<file path="config.mk">
export PLATFORM = sky130hd
export DESIGN_NAME = sm4_block_encrypt_top
export DESIGN_NICKNAME = d
export VERILOG_FILES = /design/src/design/sm4_pkg.sv /design/src/design/sm4_block_encrypt_top.sv /design/src/design/sm4_key_ram.sv
export VERILOG_INCLUDE_DIRS = /design/src /design/src/design
export SDC_FILE = /design/constraint.sdc
export NUM_CORES = 2
export LEC_CHECK = 0
export BUFFER_PORTS_ARGS = -buffer_cell sky130_fd_sc_hd__buf_2
export CELL_PAD_IN_SITES_DETAIL_PLACEMENT = 0
export CELL_PAD_IN_SITES_GLOBAL_PLACEMENT = 1
export CORE_MARGIN = 3
export CORE_UTILIZATION = 45
export DETAILED_ROUTE_END_ITERATION = 8
export PLACE_DENSITY = 0.85
export SLEW_MARGIN = 30
export SYNTH_ARGS = -nofsm -noshare
export SYNTH_HDL_FRONTEND = slang
export SYNTH_HIERARCHICAL = 1
export SYNTH_SLANG_ARGS = --single-unit
</file>
<file path="constraint.sdc">
create_clock -name clk -period 7.5 [get_ports clk]
set_input_delay 0.375 -clock clk [delete_from_list [all_inputs] [get_ports clk]]
set_output_delay 0.375 -clock clk [all_outputs]
set_load 0.01 [all_outputs]
</file>
<file path="src/design/sm4_block_encrypt_top_assert.svh">
// assertion macros for the sm4 block encrypt engine
`ifndef SM4_BLOCK_ENCRYPT_TOP_ASSERT_SVH
`define SM4_BLOCK_ENCRYPT_TOP_ASSERT_SVH
`ifndef SYNTH
`define SM4_ASSERT_IMP(label, clk, rst_n, a, c) \
  label: assert property (@(posedge clk) disable iff (!rst_n) (a) |-> (c)) \
    else $error("assertion failed");
`define SM4_ASSERT_NXT(label, clk, rst_n, a, c) \
  label: assert property (@(posedge clk) disable iff (!rst_n) (a) |=> (c)) \
    else $error("assertion failed");
`else
`define SM4_ASSERT_IMP(label, clk, rst_n, a, c)
`define SM4_ASSERT_NXT(label, clk, rst_n, a, c)
`endif
`endif

</file>
<file path="src/design/sm4_pkg.sv">
// ----------------------------------------------------------------------------
// sm4_pkg
// shared types, s-box and round function for the sm4 engine
// ----------------------------------------------------------------------------
`default_nettype none
package sm4_pkg;
  localparam int WORD_W = 32;
  localparam int KIDX_W = 5;
  localparam logic KIND_LOAD = 1'b0;
  localparam logic KIND_ENC  = 1'b1;

  typedef logic [WORD_W-1:0] word_t;

  typedef struct packed {
    logic  we;
    logic  [KIDX_W-1:0] waddr;
    word_t wdata;
    logic  re;
    logic  [KIDX_W-1:0] raddr;
  } key_ctl_t;

  localparam logic [7:0] SBOX [256] = '{
    8'hd6,8'h90,8'he9,8'hfe,8'hcc,8'he1,8'h3d,8'hb7,8'h16,8'hb6,8'h14,8'hc2,8'h28,8'hfb,8'h2c,8'h05,
    8'h2b,8'h67,8'h9a,8'h76,8'h2a,8'hbe,8'h04,8'hc3,8'haa,8'h44,8'h13,8'h26,8'h49,8'h86,8'h06,8'h99,
    8'h9c,8'h42,8'h50,8'hf4,8'h91,8'hef,8'h98,8'h7a,8'h33,8'h54,8'h0b,8'h43,8'hed,8'hcf,8'hac,8'h62,
    8'he4,8'hb3,8'h1c,8'ha9,8'hc9,8'h08,8'he8,8'h95,8'h80,8'hdf,8'h94,8'hfa,8'h75,8'h8f,8'h3f,8'ha6,
    8'h47,8'h07,8'ha7,8'hfc,8'hf3,8'h73,8'h17,8'hba,8'h83,8'h59,8'h3c,8'h19,8'he6,8'h85,8'h4f,8'ha8,
    8'h68,8'h6b,8'h81,8'hb2,8'h71,8'h64,8'hda,8'h8b,8'hf8,8'heb,8'h0f,8'h4b,8'h70,8'h56,8'h9d,8'h35,
    8'h1e,8'h24,8'h0e,8'h5e,8'h63,8'h58,8'hd1,8'ha2,8'h25,8'h22,8'h7c,8'h3b,8'h01,8'h21,8'h78,8'h87,
    8'hd4,8'h00,8'h46,8'h57,8'h9f,8'hd3,8'h27,8'h52,8'h4c,8'h36,8'h02,8'he7,8'ha0,8'hc4,8'hc8,8'h9e,
    8'hea,8'hbf,8'h8a,8'hd2,8'h40,8'hc7,8'h38,8'hb5,8'ha3,8'hf7,8'hf2,8'hce,8'hf9,8'h61,8'h15,8'ha1,
    8'he0,8'hae,8'h5d,8'ha4,8'h9b,8'h34,8'h1a,8'h55,8'had,8'h93,8'h32,8'h30,8'hf5,8'h8c,8'hb1,8'he3,
    8'h1d,8'hf6,8'he2,8'h2e,8'h82,8'h66,8'hca,8'h60,8'hc0,8'h29,8'h23,8'hab,8'h0d,8'h53,8'h4e,8'h6f,
    8'hd5,8'hdb,8'h37,8'h45,8'hde,8'hfd,8'h8e,8'h2f,8'h03,8'hff,8'h6a,8'h72,8'h6d,8'h6c,8'h5b,8'h51,
    8'h8d,8'h1b,8'haf,8'h92,8'hbb,8'hdd,8'hbc,8'h7f,8'h11,8'hd9,8'h5c,8'h41,8'h1f,8'h10,8'h5a,8'hd8,
    8'h0a,8'hc1,8'h31,8'h88,8'ha5,8'hcd,8'h7b,8'hbd,8'h2d,8'h74,8'hd0,8'h12,8'hb8,8'he5,8'hb4,8'hb0,
    8'h89,8'h69,8'h97,8'h4a,8'h0c,8'h96,8'h77,8'h7e,8'h65,8'hb9,8'hf1,8'h09,8'hc5,8'h6e,8'hc6,8'h84,
    8'h18,8'hf0,8'h7d,8'hec,8'h3a,8'hdc,8'h4d,8'h20,8'h79,8'hee,8'h5f,8'h3e,8'hd7,8'hcb,8'h39,8'h48
  };

  function automatic word_t sm4_mix(input word_t x);
    word_t b;
    b = {SBOX[x[31:24]], SBOX[x[23:16]], SBOX[x[15:8]], SBOX[x[7:0]]};
    return b ^ {b[29:0], b[31:30]} ^ {b[21:0], b[31:22]} ^ {b[13:0], b[31:14]}
             ^ {b[7:0], b[31:8]};
  endfunction
endpackage
`default_nettype wire

</file>
<file path="src/design/sm4_block_encrypt_top.sv">
// ----------------------------------------------------------------------------
// sm4_block_encrypt_top
// sm4 encryption engine with an on-chip round key store
// ----------------------------------------------------------------------------
// in_ channel: one transaction is a key load (in_kind low) or a block
// encrypt (in_kind high). a load writes in_key_word to key slot
// in_key_index at the accepting edge and gives no result. all 32 keys must be
// loaded before the first encrypt.
// an encrypt runs one round per cycle from the key store, whose read
// port is registered: the first key is fetched at the accepting edge,
// then the 32 rounds run in ST_RUN and ST_DONE loads the output
// register once it is free; a new block is accepted only after the
// previous one has left ST_DONE and the engine is idle again.
// out_ channel: result held in the output register until taken; while
// out_stall is high the next block may run but waits to unload.
// reset: rst_n synchronous active low clears control; key store is not
// cleared and its contents survive reset.
// ----------------------------------------------------------------------------
`default_nettype none
`include "sm4_block_encrypt_top_assert.svh"
module sm4_block_encrypt_top
  import sm4_pkg::*;
#(
  parameter int ROUNDS = 32
) (
  input  wire         clk,
  input  wire         rst_n,
  input  wire         in_valid,
  output logic        in_stall,
  input  wire         in_kind,
  input  wire  [4:0]  in_key_index,
  input  wire  [31:0] in_key_word,
  input  wire  [31:0] in_word0,
  input  wire  [31:0] in_word1,
  input  wire  [31:0] in_word2,
  input  wire  [31:0] in_word3,
  output logic        out_valid,
  input  wire         out_stall,
  output logic [31:0] out0,
  output logic [31:0] out1,
  output logic [31:0] out2,
  output logic [31:0] out3
);
  localparam int RND_W = $clog2(ROUNDS);

  typedef enum logic [1:0] {ST_IDLE, ST_FETCH, ST_RUN, ST_DONE} state_t;

  state_t           state_r;
  logic [RND_W-1:0] rnd_r;
  word_t            w0_r, w1_r, w2_r, w3_r;
  logic             out_valid_r;
  word_t            o0_r, o1_r, o2_r, o3_r;
  word_t            rkey;
  word_t            nw;
  key_ctl_t         kctl;
  logic             acc;

  assign in_stall = (state_r != ST_IDLE);
  assign acc      = in_valid && !in_stall;

  always_comb begin
    kctl.we    = acc && (in_kind == KIND_LOAD);
    kctl.waddr = in_key_index;
    kctl.wdata = in_key_word;
    kctl.re    = 1'b0;
    kctl.raddr = rnd_r;
    if (acc && in_kind == KIND_ENC) begin
      kctl.re    = 1'b1;
      kctl.raddr = '0;
    end else if (state_r == ST_FETCH || state_r == ST_RUN) begin
      kctl.re    = 1'b1;
      kctl.raddr = rnd_r + RND_W'(1);
    end
  end

  sm4_key_ram #(.DEPTH(ROUNDS)) u_keys (
    .clk   (clk),
    .ctl   (kctl),
    .rdata (rkey)
  );

  assign nw = w0_r ^ sm4_mix(w1_r ^ w2_r ^ w3_r ^ rkey);

  always_ff @(posedge clk) begin
    if (!rst_n) begin
      state_r     <= ST_IDLE;
      rnd_r       <= '0;
      out_valid_r <= 1'b0;
    end else begin
      if (out_valid_r && !out_stall && state_r != ST_DONE) begin
        out_valid_r <= 1'b0;
      end
      unique case (state_r)
        ST_IDLE: begin
          if (acc && in_kind == KIND_ENC) begin
            w0_r    <= in_word0;
            w1_r    <= in_word1;
            w2_r    <= in_word2;
            w3_r    <= in_word3;
            rnd_r   <= '0;
            state_r <= ST_RUN;
          end
        end
        ST_RUN: begin
          w0_r  <= w1_r;
          w1_r  <= w2_r;
          w2_r  <= w3_r;
          w3_r  <= nw;
          rnd_r <= rnd_r + RND_W'(1);
          if (rnd_r == RND_W'(ROUNDS - 1)) begin
            state_r <= ST_DONE;
          end
        end
        ST_DONE: begin
          if (!out_valid_r || !out_stall) begin
            o0_r        <= w3_r;
            o1_r        <= w2_r;
            o2_r        <= w1_r;
            o3_r        <= w0_r;
            out_valid_r <= 1'b1;
            state_r     <= ST_IDLE;
          end
        end
        default: begin
          state_r <= ST_IDLE;
        end
      endcase
    end
  end

  assign out_valid = out_valid_r;
  assign out0 = o0_r;
  assign out1 = o1_r;
  assign out2 = o2_r;
  assign out3 = o3_r;

  `SM4_ASSERT_IMP(a_no_accept_busy, clk, rst_n, state_r != ST_IDLE, in_stall)
  `SM4_ASSERT_NXT(a_enc_starts, clk, rst_n, acc && in_kind == KIND_ENC, state_r == ST_RUN)
  `SM4_ASSERT_NXT(a_done_loads, clk, rst_n,
    state_r == ST_DONE && (!out_valid_r || !out_stall), out_valid_r && state_r == ST_IDLE)
  `SM4_ASSERT_IMP(a_run_reads, clk, rst_n, state_r == ST_RUN, kctl.re && !kctl.we)
endmodule
`default_nettype wire

</file>
<file path="src/design/sm4_key_ram.sv">
// ----------------------------------------------------------------------------
// sm4_key_ram
// round key store, one write and one registered read port
// ----------------------------------------------------------------------------
`default_nettype none
module sm4_key_ram
  import sm4_pkg::*;
#(
  parameter int DEPTH = 32
) (
  input  wire      clk,
  input  key_ctl_t ctl,
  output word_t    rdata
);
  word_t mem [DEPTH];
  word_t rdata_r;

  always_ff @(posedge clk) begin
    if (ctl.we) begin
      mem[ctl.waddr] <= ctl.wdata;
    end
    if (ctl.re) begin
      rdata_r <= mem[ctl.raddr];
    end
  end

  assign rdata = rdata_r;
endmodule
`default_nettype wire

</file>
==> out/results.txt <==
core area = 146100 sq um
reg2reg path depth = 16
# clock sinks = 1320
Logic pwr share = 55.4%
Top FF cell, synth = edfxtp_1
Hold EP = w3_r[15]
Worst R2R End = w3_r[15]
sequential-to-total area share from yosys stat = 59.58%
syn_area_per_cell = 13.08 sq um
most common cell after layout, fill and taps aside = edfxtp_1
Tmin final = 6.101 ns
Initial Util = 45.45%
CP Capture Type = register
Net Sw Power = 14.97 mW
startpoint types = register
Clock power frac = 19.6%
Setup-failing EPs final = 0
final critical-path share of the clock period = 81.35%
fill count = 12120
routed wire length = 223.9 mm
type of the tightest min-delay check = primary input to register
Post-DP HPWL = 137.6 mm
gp weighted congestion = 0.9879
worst skew pair latency = 0.79 ns
status = completed
Initial DRC Count = 6697
distinct cell type count after synthesis = 98
vias per std cell = 6.588
maximum clock insertion buffer count = 3
clk_skew = 0.04341 ns
htree depth = 4
Slew Viols, Final = 0
ratio of cells with drive above 1 in the final layout = 17.27%
FFs w/ async S/R, synth = 0%
DRT antenna net count = 0
max cap viols = 0
Post-CTS Setup Bufs = 0
1st-pass router iterations = 6
pin count of the biggest net entering global routing = 143
Synth Instances = 5078
FMAX = 163.9 MHz
CP arrival = 6.61 ns
Final #Nets = 5576
CTS Buf Count = 137
setup TNS = 0 ns
Area growth, synth to finish = 14.21%
worst slew pin tran = 1.082 ns
Sw Share = 43.57%
CTS tree = built
maximum vdd ir drop = 432.0 uV
Post-synth EDFFs = 1312
Worst Path Max Fanout = 25
Yosys warnings = 6
Post-Syn Area = 66400 sq um
Finished Core Util = 51.91%
drc violations = 0
Sequential Power Share = 25.1%
first-pass GRT wire length = 322.6 mm
Worst-path clk slew = 0.06 ns
placed cell areas = 70120 sq um
WHS Path Cells = 2
Post-CTS Hold Fix Bufs = 125
fin area = 75830 sq um
WL per Instance = 30.29 microns
Die ar. = 152200 sq um
fin cells = 7390
crit path kind = register to register
Hold WS = 0.05252 ns
most frequent cells in the layout = edfxtp_1 (1312), mux2i_1 (571), nand2_1 (342)
Die X = 390.1 microns
internal power = 19.40 mW
Worst slew margin = 27.63%
endpoints failing hold = 0
Pleak = 25.08 nW
Power Dens Cells = 453.2 nW/um^2
Worst Hold Launch = in_word3[15]
syn nets = 5291
launch point of the worst reg-to-reg path = w3_r[0]
GRT Residual Overflow = 0
All-Layer GR Usage = 28.58%
number of global-route vias before repair = 46440
total number of vias = 48680
initial antenna violation count = 25
Die Ht = 390.1 microns
#FFs+latches synth = 1320
CP required = 8.01 ns
Cells after DPL = 7015
CTS Root Cell = clkbuf_16
Port Buffer Count = 299
num rows = 140
post-cts sizing count = 0
R2R Setup Slk = 1.40 ns
RSZ-0062 raised after global routing = no
io pins = 300
[layout make-up]
type                       instances  area, sq um  area share, %
clock inverter                    73        875.8          1.155
tap                             1917         2399          3.163
antenna                            8        20.02        0.02640
timing repair buffer             577         4070          5.367
multi-input combinational       3285        25210          33.24
clock buffer                     168         3545          4.674
inverter                          42        157.7         0.2079
sequential                      1320        39560          52.16
[how the worst max path moves through the flow]
stage / startpoint / end / slack, ns
floorplan: state_r[1] / out0[0] / 0.08
global placement: w3_r[0] / w3_r[15] / 1.67
detailed placement: w3_r[0] / w3_r[15] / 1.65
CTS: w3_r[0] / w3_r[15] / 1.62
global route: w3_r[0] / w3_r[15] / 1.30
finish: w3_r[0] / w3_r[15] / 1.40
[kinds of logic (layout without fill, tap and decap cells)]
group / after synthesis / count (layout) / synth area share, %
flip-flops: 1320 / 1320 / 59.58
AO/OA/AOI/OAI: 1251 / 1251 / 13.39
AND/OR/NAND/NOR: 1031 / 1031 / 6.853
multiplexers: 722 / 722 / 11.85
buffers and inverters: 473 / 860 / 3.556
XOR/XNOR: 237 / 237 / 3.951
adder cells (fa/ha/maj): 44 / 44 / 0.8272
other: 0 / 8 / 0
[cell usage after synthesis (56+ instances only)]
cell	n	area (sq um)
xnor2_1	107	937.2
a211oi_1	57	427.9
o21ai_0	155	775.7
mux2i_1	571	5715
mux2_2	111	1250
a31oi_1	81	506.7
nor3_1	116	580.6
nor2_1	298	1119
a21oi_1	283	1416
buf_4	56	420.4
xor2_1	77	674.4
clkbuf_1	206	773.2
edfxtp_1	1312	39400
a22oi_1	109	818.3
nand2_1	343	1287
a22o_1	69	604.3
o211ai_1	77	578.1
nand3_1	164	820.8
buf_2	120	600.6
[per-layer routing]
layer  global-route usage (%)  vias to the layer above  part of all wire [%]
li1                         -                    20470                     -
met2                    44.77                     3270                    46
met4                    13.00                       14                   5.2
met3                    5.787                      646                   9.7
met1                    38.51                    24290                    39
met5                        0                        -                 0.040
[power groups by stage]
stage          combinational [mW]  clock [mW]  sequential [mW]
2_1_floorplan                13.1           0             8.65
3_3_place_gp                 18.4           0             8.76
3_5_place_dp                 18.3           0             8.76
4_1_cts                      18.4        6.81             8.61
5_1_grt                      19.9        7.11             8.61
6_report                     19.0        6.72             8.61
[metrics by stage]
stage                     worst slack [ns]  power (mW)
after floorplan                    0.08084       21.75
after global placement               1.667       27.12
after detailed placement             1.650       27.03
after CTS                            1.622       33.84
after global routing                 1.295       35.59
final                                1.399       34.37
[critical path, cell delays in order, from the launching register on]
cell      delay, ns
edfxtp_1       0.53
xnor2_1        0.30
xnor2_2        0.08
buf_4          0.25
inv_1          0.44
buf_4          0.35
ha_1           0.51
inv_1          0.26
nor2_1         0.20
nor3_1         0.06
o311ai_0       0.72
a311o_1        0.31
a21oi_1        0.08
a211oi_2       0.52
xor2_1         0.44
xnor3_1        0.48
mux2_2         0.27
[registers in the layout, indices dropped and copies added, names as in the netlist]
| register | flops |
|---|---|
| u_keys/mem | 1024 |
| out0 | 32 |
| out1 | 32 |
| out2 | 32 |
| out3 | 32 |
| u_keys/rdata | 32 |
| w0_r | 32 |
| w1_r | 32 |
| w2_r | 32 |
| w3_r | 32 |
| rnd_r | 5 |
| state_r | 2 |
| out_valid | 1 |
(Power assumes the default switching activity.)
